**src/sv/calendar_date_shifter_defines.svh**
```systemverilog
// ----------------------------------------------------------------------------
// Calendar date shifter assertion macros
// Shared concurrent assertion forms, clocked on clk_i and quiet in reset.
// ----------------------------------------------------------------------------
`ifndef CALENDAR_DATE_SHIFTER_DEFINES_SVH
`define CALENDAR_DATE_SHIFTER_DEFINES_SVH

// A condition that must hold at every clock edge outside reset.
`define CDS_ASSERT_ALWAYS(name, cond, msg) \
  name: assert property (@(posedge clk_i) disable iff (!rst_ni) (cond)) else $error(msg);

// A trigger that must be followed by a condition in the next cycle.
`define CDS_ASSERT_NEXT(name, trig, cond, msg) \
  name: assert property (@(posedge clk_i) disable iff (!rst_ni) (trig) |=> (cond)) else $error(msg);

`endif

```
**src/sv/cds_pkg.sv**
```systemverilog
// ----------------------------------------------------------------------------
// Calendar date shifter package
// Word types, operation and status codes, and calendar constants.
// ----------------------------------------------------------------------------
package cds_pkg;

  localparam int unsigned YearW = 14;
  localparam int unsigned AluW  = 19;
  localparam int unsigned DayW  = 17;

  localparam logic [YearW-1:0] YearMax   = 14'd9999;
  localparam logic signed [AluW-1:0] TotMonthMax = 19'sd119999;
  localparam logic signed [AluW-1:0] TotYearMax  = 19'sd9999;

  // floor(y / 100) = (y * Recip100) >> 19 for every 14-bit y.
  localparam logic [12:0] Recip100 = 13'd5243;
  // floor(t / 3) = (t * Recip3) >> 17 for every 16-bit t.
  localparam logic [15:0] Recip3   = 16'd43691;
  localparam logic [14:0] Hundred  = 15'd100;

  typedef enum logic [1:0] {
    FN_LOAD   = 2'd0,
    FN_DAYS   = 2'd1,
    FN_MONTHS = 2'd2,
    FN_YEARS  = 2'd3
  } cds_func_e;

  typedef enum logic [1:0] {
    ST_OK       = 2'd0,
    ST_BAD_LOAD = 2'd1,
    ST_RANGE    = 2'd2
  } cds_status_e;

  typedef struct packed {
    cds_func_e          func;
    logic signed [15:0] amount;
    logic [13:0]        load_year;
    logic [3:0]         load_month;
    logic [4:0]         load_day;
  } cds_in_t;

  typedef struct packed {
    logic [13:0] out_year;
    logic [3:0]  out_month;
    logic [4:0]  out_day;
    cds_status_e status;
  } cds_out_t;

  localparam logic [4:0] MonthLen [12] = '{
    5'd31, 5'd28, 5'd31, 5'd30, 5'd31, 5'd30,
    5'd31, 5'd31, 5'd30, 5'd31, 5'd30, 5'd31
  };

  // Length of a month; codes outside 1 to 12 read as 31 and are screened
  // out separately by the load check.
  function automatic logic [4:0] days_in_month(logic [3:0] month, logic leap);
    logic [4:0] len;
    len = 5'd31;
    if (month >= 4'd1 && month <= 4'd12) begin
      len = MonthLen[month - 4'd1];
    end
    if (month == 4'd2 && leap) begin
      len = 5'd29;
    end
    return len;
  endfunction

endpackage

```
**src/sv/cds_alu.sv**
```systemverilog
// ----------------------------------------------------------------------------
// Calendar date shifter adder
// Shared signed add/subtract unit with a positive-result flag.
// ----------------------------------------------------------------------------
module cds_alu (
  input  logic signed [cds_pkg::AluW-1:0] a_i,
  input  logic signed [cds_pkg::AluW-1:0] b_i,
  input  logic                            sub_i,
  output logic signed [cds_pkg::AluW-1:0] sum_o,
  output logic                            pos_o
);

  always_comb begin
    sum_o = sub_i ? (a_i - b_i) : (a_i + b_i);
    pos_o = !sum_o[cds_pkg::AluW-1] && (sum_o != '0);
  end

endmodule

```
**src/sv/cds_leap.sv**
```systemverilog
// ----------------------------------------------------------------------------
// Calendar date shifter leap-year unit
// Two-stage pipeline: divide by 100 through a reciprocal, then test.
// ----------------------------------------------------------------------------
module cds_leap (
  input  logic                         clk_i,
  input  logic [cds_pkg::YearW-1:0]    year_i,
  output logic                         leap_o
);

  logic [26:0]               prod;
  logic [7:0]                cent_d, cent_q;
  logic [cds_pkg::YearW-1:0] year_q;
  logic [14:0]               cent_x100;
  logic                      leap_d, leap_q;

  always_comb begin
    prod      = 27'(year_i) * 27'(cds_pkg::Recip100);
    cent_d    = prod[26:19];
    cent_x100 = 15'(cent_q) * cds_pkg::Hundred;
    // Divisible by 4, and either not a century or a century divisible by 4.
    leap_d    = (year_q[1:0] == 2'b00) &&
                ((15'(year_q) != cent_x100) || (cent_q[1:0] == 2'b00));
  end

  always_ff @(posedge clk_i) begin
    cent_q <= cent_d;
    year_q <= year_i;
    leap_q <= leap_d;
  end

  assign leap_o = leap_q;

endmodule

```
**src/sv/calendar_date_shifter.sv**
```systemverilog
// ----------------------------------------------------------------------------
// Calendar date shifter
// Holds a Gregorian date and loads it or shifts it by days, months or years.
// ----------------------------------------------------------------------------
//
//  Channel | Direction | Handshake              | Word
//  --------+-----------+------------------------+-----------------------
//  in      | input     | in_valid_i/in_ready_o  | cds_pkg::cds_in_t
//  out     | output    | out_valid_o/out_ready_i| cds_pkg::cds_out_t
//
// One word is taken at a time; in_ready_o is high only while the sequencer
// is idle. A load waits in S_LP0 and S_LP1 for the leap-year unit before
// its check, and an in-range month or year shift before its clamp. A day
// shift waits there first, then walks the date one month per cycle through
// the shared adder, waiting in S_LP0 and S_LP1 again each time a year is
// crossed. Reset loads 1 January 2000 and clears the handshake.
// A stalled result sits in the output register; the next word may already be
// accepted and worked on, and it waits in the final state for a free slot.
//
`include "calendar_date_shifter_defines.svh"

module calendar_date_shifter (
  input  logic              clk_i,
  input  logic              rst_ni,
  input  logic              in_valid_i,
  output logic              in_ready_o,
  input  cds_pkg::cds_in_t  in_data_i,
  output logic              out_valid_o,
  input  logic              out_ready_i,
  output cds_pkg::cds_out_t out_data_o
);

  // Sequencer states.
  localparam logic [3:0] S_IDLE  = 4'd0;
  localparam logic [3:0] S_PREP  = 4'd1;
  localparam logic [3:0] S_RCHK  = 4'd2;
  localparam logic [3:0] S_MDIV  = 4'd3;
  localparam logic [3:0] S_LP0   = 4'd4;
  localparam logic [3:0] S_LP1   = 4'd5;
  localparam logic [3:0] S_LCHK  = 4'd6;
  localparam logic [3:0] S_DAY   = 4'd7;
  localparam logic [3:0] S_CLAMP = 4'd8;
  localparam logic [3:0] S_DONE  = 4'd9;

  localparam int unsigned YW = cds_pkg::YearW;
  localparam int unsigned AW = cds_pkg::AluW;
  localparam int unsigned DW = cds_pkg::DayW;

  logic [3:0] state_q, state_d;
  logic [3:0] ret_q, ret_d;

  // Held date.
  logic [YW-1:0] cur_y_q, cur_y_d;
  logic [3:0]    cur_m_q, cur_m_d;
  logic [4:0]    cur_d_q, cur_d_d;

  // Working registers.
  cds_pkg::cds_func_e    fn_q, fn_d;
  logic signed [15:0]    amt_q, amt_d;
  logic [YW-1:0]         wy_q, wy_d;
  logic [3:0]            wm_q, wm_d;
  logic signed [DW-1:0]  wd_q, wd_d;
  logic signed [AW-1:0]  tot_q, tot_d;
  logic [31:0]           prod_q, prod_d;
  cds_pkg::cds_status_e  status_q, status_d;

  // Output register.
  logic              out_valid_q, out_valid_d;
  cds_pkg::cds_out_t out_q, out_d;
  logic              out_load;

  // Shared adder.
  logic signed [AW-1:0] alu_a, alu_b, alu_sum;
  logic                 alu_sub, alu_pos;

  logic       leap;
  logic [4:0] cur_dim, prev_dim;
  logic [3:0] prev_m;
  logic       back;
  logic [18:0] y_months;
  logic [14:0] quot;
  logic [17:0] quot18, rem18;
  logic        accept;

  cds_alu u_alu (
    .a_i   (alu_a),
    .b_i   (alu_b),
    .sub_i (alu_sub),
    .sum_o (alu_sum),
    .pos_o (alu_pos)
  );

  // The leap unit follows the working year; its answer passes through the
  // unit's divide and test registers after that year settles.
  cds_leap u_leap (
    .clk_i  (clk_i),
    .year_i (wy_q),
    .leap_o (leap)
  );

  assign accept     = in_valid_i && in_ready_o;
  assign in_ready_o = (state_q == S_IDLE);

  always_comb begin
    cur_dim  = cds_pkg::days_in_month(wm_q, leap);
    // Stepping back from January lands in December, which is 31 days in
    // any year, so the current leap flag serves.
    prev_m   = (wm_q == 4'd1) ? 4'd12 : (wm_q - 4'd1);
    prev_dim = cds_pkg::days_in_month(prev_m, leap);
    back     = wd_q[DW-1] || (wd_q == '0);
    y_months = ({5'b0, cur_y_q} << 3) + ({5'b0, cur_y_q} << 2) +
               {15'b0, cur_m_q} - 19'd1;
    quot     = prod_q[31:17];
    quot18   = {3'b0, quot};
    rem18    = tot_q[17:0] - (quot18 << 3) - (quot18 << 2);
  end

  // Operand selection for the shared adder.
  always_comb begin
    alu_a   = '0;
    alu_b   = '0;
    alu_sub = 1'b0;
    case (state_q)
      S_PREP: begin
        alu_b = AW'(amt_q);
        case (fn_q)
          cds_pkg::FN_DAYS:   alu_a = signed'({14'b0, cur_d_q});
          cds_pkg::FN_MONTHS: alu_a = signed'(y_months);
          default:            alu_a = signed'({5'b0, cur_y_q});
        endcase
      end
      S_DAY: begin
        alu_a   = AW'(wd_q);
        alu_b   = back ? signed'({14'b0, prev_dim}) : signed'({14'b0, cur_dim});
        alu_sub = !back;
      end
      default: begin
        alu_sub = 1'b0;
      end
    endcase
  end

  // Sequencer.
  always_comb begin
    state_d  = state_q;
    ret_d    = ret_q;
    cur_y_d  = cur_y_q;
    cur_m_d  = cur_m_q;
    cur_d_d  = cur_d_q;
    fn_d     = fn_q;
    amt_d    = amt_q;
    wy_d     = wy_q;
    wm_d     = wm_q;
    wd_d     = wd_q;
    tot_d    = tot_q;
    prod_d   = prod_q;
    status_d = status_q;

    case (state_q)
      S_IDLE: begin
        if (accept) begin
          fn_d     = in_data_i.func;
          amt_d    = in_data_i.amount;
          status_d = cds_pkg::ST_OK;
          if (in_data_i.func == cds_pkg::FN_LOAD) begin
            wy_d = in_data_i.load_year;
            wm_d = in_data_i.load_month;
            wd_d = signed'({12'b0, in_data_i.load_day});
          end else begin
            wy_d = cur_y_q;
            wm_d = cur_m_q;
            wd_d = signed'({12'b0, cur_d_q});
          end
          state_d = S_PREP;
        end
      end
      S_PREP: begin
        case (fn_q)
          cds_pkg::FN_LOAD: begin
            ret_d   = S_LCHK;
            state_d = S_LP0;
          end
          cds_pkg::FN_DAYS: begin
            wd_d    = alu_sum[DW-1:0];
            ret_d   = S_DAY;
            state_d = S_LP0;
          end
          default: begin
            tot_d   = alu_sum;
            state_d = S_RCHK;
          end
        endcase
      end
      S_RCHK: begin
        if (fn_q == cds_pkg::FN_MONTHS) begin
          if (tot_q[AW-1] || (tot_q > cds_pkg::TotMonthMax)) begin
            status_d = cds_pkg::ST_RANGE;
            state_d  = S_DONE;
          end else begin
            prod_d  = {16'b0, tot_q[17:2]} * {16'b0, cds_pkg::Recip3};
            state_d = S_MDIV;
          end
        end else begin
          if (tot_q[AW-1] || (tot_q > cds_pkg::TotYearMax)) begin
            status_d = cds_pkg::ST_RANGE;
            state_d  = S_DONE;
          end else begin
            wy_d    = tot_q[YW-1:0];
            ret_d   = S_CLAMP;
            state_d = S_LP0;
          end
        end
      end
      S_MDIV: begin
        // Quotient by 12 is the year, remainder the zero-based month.
        wy_d    = quot[YW-1:0];
        wm_d    = rem18[3:0] + 4'd1;
        ret_d   = S_CLAMP;
        state_d = S_LP0;
      end
      S_LP0: begin
        state_d = S_LP1;
      end
      S_LP1: begin
        state_d = ret_q;
      end
      S_LCHK: begin
        if ((wy_q <= cds_pkg::YearMax) && (wm_q != 4'd0) && (wm_q <= 4'd12) &&
            (wd_q[4:0] != 5'd0) && (wd_q[4:0] <= cur_dim)) begin
          cur_y_d = wy_q;
          cur_m_d = wm_q;
          cur_d_d = wd_q[4:0];
        end else begin
          status_d = cds_pkg::ST_BAD_LOAD;
        end
        state_d = S_DONE;
      end
      S_DAY: begin
        if (back) begin
          // Borrow the previous month's length.
          if (wm_q == 4'd1) begin
            if (wy_q == '0) begin
              status_d = cds_pkg::ST_RANGE;
              state_d  = S_DONE;
            end else begin
              wy_d    = wy_q - YW'(1);
              wm_d    = 4'd12;
              wd_d    = alu_sum[DW-1:0];
              ret_d   = S_DAY;
              state_d = S_LP0;
            end
          end else begin
            wm_d = prev_m;
            wd_d = alu_sum[DW-1:0];
          end
        end else if (alu_pos) begin
          // Day past the end of the month: carry into the next one.
          wd_d = alu_sum[DW-1:0];
          if (wm_q == 4'd12) begin
            if (wy_q == cds_pkg::YearMax) begin
              status_d = cds_pkg::ST_RANGE;
              state_d  = S_DONE;
            end else begin
              wy_d    = wy_q + YW'(1);
              wm_d    = 4'd1;
              ret_d   = S_DAY;
              state_d = S_LP0;
            end
          end else begin
            wm_d = wm_q + 4'd1;
          end
        end else begin
          cur_y_d = wy_q;
          cur_m_d = wm_q;
          cur_d_d = wd_q[4:0];
          state_d = S_DONE;
        end
      end
      S_CLAMP: begin
        cur_y_d = wy_q;
        cur_m_d = wm_q;
        cur_d_d = (cur_d_q > cur_dim) ? cur_dim : cur_d_q;
        state_d = S_DONE;
      end
      S_DONE: begin
        if (out_load) begin
          state_d = S_IDLE;
        end
      end
      default: begin
        state_d = S_IDLE;
      end
    endcase
  end

  // The result goes out once the output register is free.
  always_comb begin
    out_load          = (state_q == S_DONE) && (!out_valid_q || out_ready_i);
    out_d             = out_q;
    out_d.out_year    = cur_y_q;
    out_d.out_month   = cur_m_q;
    out_d.out_day     = cur_d_q;
    out_d.status      = status_q;
    if (out_load) begin
      out_valid_d = 1'b1;
    end else if (out_ready_i) begin
      out_valid_d = 1'b0;
    end else begin
      out_valid_d = out_valid_q;
    end
  end

  always_ff @(posedge clk_i or negedge rst_ni) begin
    if (!rst_ni) begin
      state_q     <= S_IDLE;
      ret_q       <= S_IDLE;
      cur_y_q     <= 14'd2000;
      cur_m_q     <= 4'd1;
      cur_d_q     <= 5'd1;
      out_valid_q <= 1'b0;
    end else begin
      state_q     <= state_d;
      ret_q       <= ret_d;
      cur_y_q     <= cur_y_d;
      cur_m_q     <= cur_m_d;
      cur_d_q     <= cur_d_d;
      out_valid_q <= out_valid_d;
    end
  end

  always_ff @(posedge clk_i) begin
    fn_q     <= fn_d;
    amt_q    <= amt_d;
    wy_q     <= wy_d;
    wm_q     <= wm_d;
    wd_q     <= wd_d;
    tot_q    <= tot_d;
    prod_q   <= prod_d;
    status_q <= status_d;
    if (out_load) begin
      out_q <= out_d;
    end
  end

  assign out_valid_o = out_valid_q;
  assign out_data_o  = out_q;

  // The held date always has a month from 1 to 12, a day of at least 1 and a year within the range.
  `CDS_ASSERT_ALWAYS(a_held_date_valid, (cur_m_q >= 4'd1) && (cur_m_q <= 4'd12) && (cur_d_q >= 5'd1) && (cur_y_q <= cds_pkg::YearMax), "held date is not a valid date")
  // An accepted word always starts the sequencer.
  `CDS_ASSERT_NEXT(a_accept_starts, accept, state_q == S_PREP, "accepted word did not start work")
  // A finished word with a free output slot is shown on the next cycle.
  `CDS_ASSERT_NEXT(a_done_delivers, out_load, out_valid_o && (state_q == S_IDLE), "finished word not delivered")
  // The day walk keeps its month and year in range.
  `CDS_ASSERT_ALWAYS(a_day_walk_range, (state_q != S_DAY) || ((wm_q >= 4'd1) && (wm_q <= 4'd12) && (wy_q <= cds_pkg::YearMax)), "day walk left the calendar")

endmodule

```
**config.mk**
```make
export PLATFORM = sky130hd
export DESIGN_NAME = calendar_date_shifter
export DESIGN_NICKNAME = d
export VERILOG_FILES = /design/src/sv/cds_pkg.sv /design/src/sv/cds_alu.sv /design/src/sv/cds_leap.sv /design/src/sv/calendar_date_shifter.sv
export VERILOG_INCLUDE_DIRS = /design/src /design/src/sv
export SDC_FILE = /design/constraint.sdc
export NUM_CORES = 1
export LEC_CHECK = 0
export BUFFER_PORTS_ARGS = -buffer_cell sky130_fd_sc_hd__clkbuf_2
export CAP_MARGIN = 10
export CELL_PAD_IN_SITES_DETAIL_PLACEMENT = 1
export CELL_PAD_IN_SITES_GLOBAL_PLACEMENT = 1
export CORE_MARGIN = 8
export CORE_UTILIZATION = 41
export CTS_CLUSTER_SIZE = 12
export DETAILED_ROUTE_END_ITERATION = 10
export PLACE_DENSITY_LB_ADDON = 0.25
export SYNTH_ARGS = -nofsm -noshare
export SYNTH_HDL_FRONTEND = slang
export SYNTH_HIERARCHICAL = 1
export SYNTH_SLANG_ARGS = --single-unit
```
**constraint.sdc**
```tcl
create_clock -name clk_i -period 14.3 [get_ports clk_i]
set_input_delay 0.715 -clock clk_i [delete_from_list [all_inputs] [get_ports clk_i]]
set_output_delay 0.715 -clock clk_i [all_outputs]
set_load 0.005 [all_outputs]
```
### Yosys cells after proc, flatten, opt, wreduce, memory -nomap -nowiden

Memories as Yosys holds them, arrays and structs flattened.
Cells that the tools add are included.

* flip-flop bits (word level): 185
* bits in latches: 0
* RAM bits: 0
* ROM bits: 160
* input bits: 45
* output and inout bits: 27
* word-level logic and storage cells: 237
* memories kept: 2

Memory list
* (name not given): depth 16, width 5, read ports 1, clocked after memory_dff 0, write ports 0, line cds_pkg.sv:60 `len = MonthLen[month - 4'd1];`
* (name not given): depth 16, width 5, read ports 1, clocked after memory_dff 0, write ports 0, line cds_pkg.sv:60

* add/subtract/negate cells: 13
* multiply operators: 3
* divide/modulo/power cells: 0
* $lt $le $gt $ge: 11
* equality and inequality tests: 40
* shift-type cells: 0
* mux-type cells: 93
* bitwise operators: 4
* reduce and logical (&&, ||, !) cells: 50

Operators by type and width (count)
* $mux 14: 13
* $mux 4: 31
* $pmux 19 s2: 3
* $mux 17: 6
* $mux 5: 14
* $pmux 14 s4: 1
* $pmux 17 s3: 1
* $pmux 14 s3: 1
* $pmux 4 s9: 1
* $mul 16x16->31 const B: 1
* $ne 3x3->1 const B: 10
* $mul 14x13->27 const B: 1
* $pmux 4 s3: 2
* $mux 2: 11
* $add 18x4->19: 1
* $add 19x19->19: 1
* $gt 19x15->1 const B: 1
* $gt 19x18->1 const B: 1
* $mux 19: 1
* $reduce_bool 19->1: 1
* $sub 19x1->19 const B: 1
* $sub 19x19->19: 1
* $add 17x16->18: 1
* $ne 2x2->1 const B: 9
* 48 further kinds: 100

### Logic depth before layout (Yosys ltp)

Gate-level depths: netlist (run 1).

* depth in word-level cells: 18
* mapped depth: 31
* depth with buffers taken out: 28

### By module

Netlist (run 1), hierarchy kept.

Modules (own cells, without submodules)
* calendar_date_shifter: times used 1, cells an instance 1371, area an instance 13686.9 um^2, sequential area each 4179.0 um^2
* cds_leap: times used 1, cells an instance 442, area an instance 4595.7 um^2, sequential area each 460.4 um^2
* cds_alu: times used 1, cells an instance 223, area an instance 1530.2 um^2, sequential area each 0.0 um^2

### Least setup slack after synthesis (run 1)

Ideal clock, no wire load.

* path kind: flip-flop to flip-flop
* from: register wm_q[0]
* to: register wy_q[0] (enable)
* arrival: 7.369 ns
* required time: 13.873 ns
* setup slack: 6.504 ns
* stages on the path, launching flop included: 29
* path buffers: 2
* period minus slack after synthesis: 7.796 ns
* path through: edfxtp_1 clkbuf_1 inv_1 ha_1 clkbuf_1 xor2_1 a21oi_1 o21ai_0 o311ai_0 o21ai_0 o21ai_0 inv_1 ha_1 or3b_1 nor4_1 a21oi_1 xnor2_1 ha_1 a21o_1 or3_1 nor3_2 nor3_1 o32ai_1 nor4_2 a31oi_1 nand2b_1 mux2_4 a21oi_2 nor4b_1

* cells in the longest elaborated chain, start to end: 17

Ends and longest elaborated chain
* from (decl): line calendar_date_shifter.sv:61 `logic [3:0] wm_q, wm_d;`
* from (signal assigned): line calendar_date_shifter.sv:335 `wm_q <= wm_d;`
* $sub 4x1->4 / $eq 4x1->1 (equally long branches): line cds_pkg.sv:60, calendar_date_shifter.sv:108
* $mux 4: line calendar_date_shifter.sv:108 `prev_m = (wm_q == 4'd1) ? 4'd12 : (wm_q - 4'd1);`
* $sub 4x1->4: line cds_pkg.sv:60
* $not 4->5 (not written as such): line cds_pkg.sv:60
* $mem_v2 16x5
* $mux 5 (not written as such) (2 in series): line cds_pkg.sv:60
* $mux 5: line cds_pkg.sv:59 `if (month >= 4'd1 && month <= 4'd12) begin`
* $mux 5: line cds_pkg.sv:62 `if (month == 4'd2 && leap) begin`
* [2 not listed]
* net alu_b[0]: line calendar_date_shifter.sv:73 `logic signed [AW-1:0] alu_a, alu_b, alu_sum;`
* $add 19x19->19 / $sub 19x19->19 (equally long branches): line cds_alu.sv:14 `sum_o = sub_i ? (a_i - b_i) : (a_i + b_i);`
* $mux 19 (*): line cds_alu.sv:14
* $reduce_bool 19->1 / $logic_not 1->1 (equally long branches): line cds_alu.sv:15 `pos_o = !sum_o[cds_pkg::AluW-1] && (sum_o != '0);`
* $logic_and 1x1->1 (*): line cds_alu.sv:15
* net alu_pos: line calendar_date_shifter.sv:74 `logic alu_sub, alu_pos;`
* $ne 3x3->1 (no source line) (*)
* $reduce_and 9->1 (no source line) (*)
* to (signal assigned): line calendar_date_shifter.sv:334 `wy_q <= wy_d;`
* to (decl): line calendar_date_shifter.sv:60 `logic [YW-1:0] wy_q, wy_d;`

Mark *: on every way through the listed nets, which the timed path passes. The rest lies on a longest branch. The select of a mux whose other input is x is not followed.
A chain may end at the register's enable or synchronous reset.

### Worst setup path in the final report (run 1)

* from: register wm_q[0]
* to: register cur_d_q[1]

* cells in the longest elaborated chain, start to end: 17

Ends and longest elaborated chain
* $sub 4x1->4 / $eq 4x1->1 (equally long branches): line cds_pkg.sv:60, calendar_date_shifter.sv:108
* $mux 4: line calendar_date_shifter.sv:108
* $sub 4x1->4: line cds_pkg.sv:60
* $not 4->5 (not written as such): line cds_pkg.sv:60
* $mem_v2 16x5
* $mux 5 (not written as such) (2 in series): line cds_pkg.sv:60
* $mux 5: line cds_pkg.sv:59
* $mux 5: line cds_pkg.sv:62
* [2 not listed]
* net alu_b[0]: line calendar_date_shifter.sv:73
* $add 19x19->19 / $sub 19x19->19 (equally long branches): line cds_alu.sv:14
* $mux 19 (*): line cds_alu.sv:14
* net alu_sum[15]: line calendar_date_shifter.sv:73
* $reduce_bool 19->1 (*): line cds_alu.sv:15
* $logic_and 1x1->1 (*): line cds_alu.sv:15
* net alu_pos: line calendar_date_shifter.sv:74
* $ne 2x2->1 (no source line) (*)
* $reduce_and 5->1 (no source line) (*)
* to (signal assigned): line calendar_date_shifter.sv:326 `cur_d_q <= cur_d_d;`
* to (decl): line calendar_date_shifter.sv:55 `logic [4:0] cur_d_q, cur_d_d;`

Marks and branches as above.

==> impl_metrics.tcl, run 1 <==
set metrics [dict create \
    grt_first_pass_wirelength_mm 95.6 \
    setup_viol_count_final 0 \
    ant_nets 0 \
    synth_top_cells_by_area "sky130_fd_sc_hd__ha_1, sky130_fd_sc_hd__edfxtp_1, sky130_fd_sc_hd__fa_1, sky130_fd_sc_hd__inv_1, sky130_fd_sc_hd__xnor2_1" \
    grt_max_degree 32 \
    end_kind "flip-flop" \
    synthFlopType "sky130_fd_sc_hd__edfxtp_1" \
    synth_warnings 6 \
    clk_root_buffer_cell "sky130_fd_sc_hd__clkbuf_16" \
    detailedPlacementHpwl_mm 49.4 \
    row_count 80 \
    timing.final.crit_period_ps 8410 \
    drt-pass1-iter-count 5 \
    crit_path_start_kind "flip-flop" \
    design.final.nets 2636 \
    antenna_cells_inserted 0 \
    async_set_or_reset_flop_fraction_in_the_synthesized_netlist_pct 18.6 \
    timing.critical_path.arrival_ps 8760 \
    place_ws_ps 6030 \
    type_of_the_tightest_min_delay_check "input port to asynchronous set/reset pin" \
    die_area_sq_um 55600 \
    placeableCoreArea_sq_um 47700 \
    rsz0062_at_grt "false" \
    area_delta_synth_final_pct 8.66 \
    die_width_um 236 \
    max_stage_delay_ps 670 \
    worst_case_hold_slack_ps 366 \
    synth-edff-count 113 \
    synth_largest_type_area_fraction_pct 21.7 \
    totalNegativeSetupSlack_ps 0 \
    maxClockFrequency_ghz 0.119 \
    grt_pass1_vias 16700 \
    drv_cap 0 \
    cts.repair.resized 0 \
    fin_cells 2728 \
    criticalPathCategory "flip-flop to flip-flop" \
    mappedNetlistArea_sq_um 19800 \
    routabilityCongestion 0.898 \
    tightest_slew_ps 929 \
    grt_overflow_total 0 \
    routed_wl_mm 59.4 \
    critical_path.slowest_cell "sky130_fd_sc_hd__a31oi_1" \
    cts_tree "yes" \
    drc 0 \
    num_io_pins 72 \
    routedWlPerCell_um 21.8 \
    cp_max_fo 24 \
    yosysSeqAreaShare_pct 23.4 \
    antenna_violations_before_repair 0 \
    finalClockSkew_ps 14.3 \
    initialDrtViolationCount 988 \
    final_critical_path_setup_slack_ps 5890 \
    cp_data_required_time_ps 14650 \
    place.detailed.instances 2696 \
    postSynthRegisterBits 167 \
    mean_cell_area_of_the_mapped_netlist_sq_um 9.73 \
    worst_setup_hold_path_clk_slew_ps 80 \
    finalCritPeriodShare_pct 58.8 \
    final_hold_viol_count 0 \
    finalMaxSlewViolations 0 \
    cts_max_level 4 \
    post-cts-setup-buffer-count 0 \
    mappedNetlistNets 2572 \
    synth_cell_types 95 \
    outcome "completed" \
    max-slew-margin-rel_pct 37.6 \
    grt_util_all_layers_pct 21.5 \
    clock_sinks 167 \
    yosys.area.top_type "sky130_fd_sc_hd__ha_1" \
    layout-drive-gt1-share_pct 8.05 \
    clock_latency_reported_for_the_late_side_of_the_worst_skew_pair_ps 470 \
    viasPerCell 5.65 \
    floorplan.initialDensity_pct 41.5 \
    cts.path.max_buffers 2 \
    numPortBuffers 71 \
    fp.dieH_um 236 \
    cts_inserted_buffers 17 \
    holdBufCountCts 0 \
    detailroute.via_count 15400 \
    syn-instance-count 2036 \
]
## cells by family after synthesis
family | share of synthesized area [%]
muxes | 3.03
and+or+nand+nor | 11.3
xor gates and xnor gates | 4.77
adders and majority gates | 36.6
AOI/OAI and AO/OA | 13.4
buffers and inverters | 7.55
DFF | 23.4
## per-stage QoR
stage / instance area (sq um) / utilization, %
after CTS: 21500 / 45.1
final: 21500 / 45.1
after floorplan: 19800 / -
after global routing: 21500 / 45.1
after global placement: 20900 / 43.8
after detailed placement: 20900 / 43.8
## cells in the mapped netlist, types with 6 or more instances
cell,count
sky130_fd_sc_hd__nor2_1,85
sky130_fd_sc_hd__and3_1,20
sky130_fd_sc_hd__buf_1,6
sky130_fd_sc_hd__nor2b_1,17
sky130_fd_sc_hd__nor4_1,18
sky130_fd_sc_hd__a21oi_1,81
sky130_fd_sc_hd__a31oi_1,12
sky130_fd_sc_hd__and4_1,6
sky130_fd_sc_hd__mux2i_1,39
sky130_fd_sc_hd__inv_1,352
sky130_fd_sc_hd__xnor2_1,67
sky130_fd_sc_hd__nand3b_1,8
sky130_fd_sc_hd__o22a_1,8
sky130_fd_sc_hd__a211o_1,6
sky130_fd_sc_hd__edfxtp_1,113
sky130_fd_sc_hd__o221ai_1,11
sky130_fd_sc_hd__o22ai_1,10
sky130_fd_sc_hd__dfxtp_1,23
sky130_fd_sc_hd__nand2b_1,17
sky130_fd_sc_hd__and2_1,22
sky130_fd_sc_hd__clkbuf_1,32
sky130_fd_sc_hd__o21ai_0,98
sky130_fd_sc_hd__a311oi_1,6
sky130_fd_sc_hd__o31ai_1,10
sky130_fd_sc_hd__dfrtp_1,23
sky130_fd_sc_hd__ha_1,344
sky130_fd_sc_hd__o21bai_1,9
sky130_fd_sc_hd__or3_1,10
sky130_fd_sc_hd__a22oi_1,10
sky130_fd_sc_hd__o21a_1,16
sky130_fd_sc_hd__nor3_1,35
sky130_fd_sc_hd__mux2_1,11
sky130_fd_sc_hd__fa_1,147
sky130_fd_sc_hd__dfstp_2,8
sky130_fd_sc_hd__a211oi_1,21
sky130_fd_sc_hd__nand4_1,11
sky130_fd_sc_hd__nand3_1,32
sky130_fd_sc_hd__xor2_1,41
sky130_fd_sc_hd__a21o_1,24
sky130_fd_sc_hd__nand2_1,108
## routing by layer
metal	routed length (um)	vias up	GRT usage (%)
met5	0	-	0
met4	1040	0	4.62
met3	2300	58	2.47
met2	28600	323	36.4
met1	27400	7827	29.5
li1	-	7204	-
## layout by cell type (no fill, tap or decap), drive strengths merged, types with 41 or more instances in the layout
master,n
a21oi,87
clkbuf,88
edfxtp,113
fa,147
ha,344
inv,362
nand2,108
nor2,86
o21ai,104
xnor2,67
xor2,41
## flip-flops by register name (all words and copies together), names as in the netlist, 2 cells and up
| register | cells |
|---|---|
| state_q | 4 |
| wm_q | 4 |
| wy_q | 14 |
| cur_m_q | 4 |
| tot_q | 19 |
| u_leap/cent_q | 8 |
| u_leap/year_q | 14 |
| amt_q | 16 |
| fn_q | 2 |
| prod_q | 14 |
| cur_d_q | 5 |
| status_q | 2 |
| wd_q | 17 |
| cur_y_q | 14 |
| out_data_o | 25 |
| ret_q | 3 |
## worst max-delay path, delay by kind of cell (launching register included)
kind / cells / cell delay [ps]
AND/OR/NAND/NOR: 9 / 2480
buffers and inverters: 3 / 570
multiplexers: 1 / 360
AO/OA/AOI/OAI: 9 / 2810
adder cells (fa/ha/maj): 3 / 890
XOR/XNOR: 2 / 600
flip-flops: 1 / 590
## cell type report
class / instances / area [sq um]
fillers: 5415 / 26200
multi-input cells: 1475 / 13700
flip-flops and latches: 167 / 4640
inverters: 353 / 1330
well taps: 615 / 769
repair buffers: 86 / 468
clock buffers: 17 / 425
clock inverters: 15 / 201
## worst paths after layout
kind,from,endpoint,slack (ps),depth (start not counted)
max,wm_q[0],cur_d_q[1],5890,27
min,rst_ni,cur_y_q[5],370,1
max reg2reg,wm_q[0],cur_d_q[1],5890,27
min reg2reg,status_q[1],out_data_o[1],460,0
max in group asynchronous,rst_ni,ret_q[2],13380,1
min in group clk_i,in_data_i[25],amt_q[2],430,1
Power of run 1 is not shown: default switching activity piles up to over one toggle a cycle in this logic, so the estimate is an artifact.
==> inputs of run 2 (changes only) <==
Clock period 14.3 ns to 8.6 ns, I/O delays scaled along.
==> impl_metrics.tcl, run 2 (synthesized netlist as in run 1, its figures left out) <==
set metrics [dict create \
    outcome "completed" \
    cts_inserted_buffers 17 \
    grt_pass1_vias 16800 \
    crit_path_start_kind "flip-flop" \
    cts_max_level 4 \
    ant_nets 0 \
    design.final.nets 2643 \
    grt_util_all_layers_pct 21.5 \
    critical_path_buffer_and_inverter_count 3 \
    final_critical_path_setup_slack_ps 740 \
    die_width_um 236 \
    mostFrequentLayoutCells "sky130_fd_sc_hd__inv_1, sky130_fd_sc_hd__ha_1, sky130_fd_sc_hd__fa_1" \
    die_area_sq_um 55600 \
    detailedPlacementHpwl_mm 49.2 \
    placeableCoreArea_sq_um 47700 \
    postPlaceCellArea_sq_um 21000 \
    timing.final.crit_period_ps 7860 \
    viasPerCell 5.65 \
    final_common_cell "sky130_fd_sc_hd__inv_1" \
    layout-drive-gt1-share_pct 8.44 \
    area.sequential_sq_um 4640 \
    worst_case_hold_slack_ps 82.0 \
    grt_max_degree 37 \
    antenna_violations_before_repair 0 \
    antenna_cells_inserted 0 \
    place_ws_ps 349 \
    initialDrtViolationCount 947 \
    maxClockFrequency_ghz 0.127 \
    worst_setup_hold_path_clk_slew_ps 80 \
    totalNegativeSetupSlack_ps 0 \
    design_area_sq_um 21600 \
    grt_first_pass_wirelength_mm 94.9 \
    tightest_slew_ps 996 \
    max-slew-margin-rel_pct 32.8 \
    numPortBuffers 71 \
    drv_cap 0 \
    clk_root_buffer_cell "sky130_fd_sc_hd__clkbuf_16" \
    num_io_pins 72 \
    timing.critical_path.arrival_ps 8020 \
    max_stage_delay_ps 580 \
    area_delta_synth_final_pct 8.92 \
    holdBufCountCts 0 \
    final_hold_viol_count 0 \
    finalClockSkew_ps 13.4 \
    largest_register_ffs 25 \
    drc 0 \
    clock_sinks 167 \
    routed_wl_mm 59.2 \
    row_count 80 \
    critical_path.slowest_cell "sky130_fd_sc_hd__edfxtp_1" \
    routedWlPerCell_um 21.7 \
    detailroute.via_count 15500 \
    finalCritPeriodShare_pct 91.4 \
    fp.dieH_um 236 \
    cts_tree "yes" \
    setup_viol_count_final 0 \
    finalMaxSlewViolations 0 \
    grt_overflow_total 0 \
    end_kind "flip-flop" \
    clock_latency_reported_for_the_late_side_of_the_worst_skew_pair_ps 460 \
    crit_family "simple AND/OR/NAND/NOR gates" \
    post-cts-setup-buffer-count 0 \
    drt-pass1-iter-count 7 \
    cp_max_fo 14 \
    multiInputGateArea_sq_um 13700 \
    cp_data_required_time_ps 8760 \
    floorplan.initialDensity_pct 41.5 \
    criticalPathCategory "flip-flop to flip-flop" \
    cts.path.max_buffers 2 \
    type_of_the_tightest_min_delay_check "input port to asynchronous set/reset pin" \
    layout.filler_cells 5414 \
    routabilityCongestion 0.913 \
    rsz0062_at_grt "false" \
]
-- run 2: cell types whose count changed in the layout (fill, tap and decap cells not counted), sizes merged --
cell	change
buf	+7
-- run 2: worst paths after layout --
path	start	to	slack, ps	cells after the start
setup / recovery	wm_q[0]	wy_q[12]	740	27
hold / removal	rst_ni	cur_y_q[5]	80	1
setup reg to reg	wm_q[0]	wy_q[12]	740	27
hold reg to reg	u_leap/year_q[1]	u_leap/leap_o	470	1
max in group asynchronous	rst_ni	cur_d_q[3]	7970	1
min in group clk_i	in_data_i[23]	amt_q[0]	140	1
-- run 2: per-stage QoR --
step | utilization (%) | instances
3_3_place_gp | 43.9 | 2703
5_1_grt | 45.2 | 2735
6_report | 45.2 | 2735
2_1_floorplan | - | 2036
3_5_place_dp | 43.9 | 2703
4_1_cts | 45.2 | 2735
-- run 2: layout make-up --
type | count | share of cell area (%)
multi-input cells | 1475 | 63.6
flip-flops and latches | 167 | 21.5
inverters | 353 | 6.14
well taps | 615 | 3.57
repair buffers | 93 | 2.41
clock buffers | 17 | 1.97
clock inverters | 15 | 0.841
-- run 2: repair_timing --
action                     in CTS  in global routing
resized for setup               0                  3
setup endpoints to repair       0                 60
hold endpoints to repair        0                  0
-- run 2: per-layer routing --
metal	GRT usage, %	wire, um
met2	36.0	28100
met4	6.05	1380
met5	0	0
met1	29.2	27600
met3	2.30	2110
Power of run 2 is left out for the same reason.
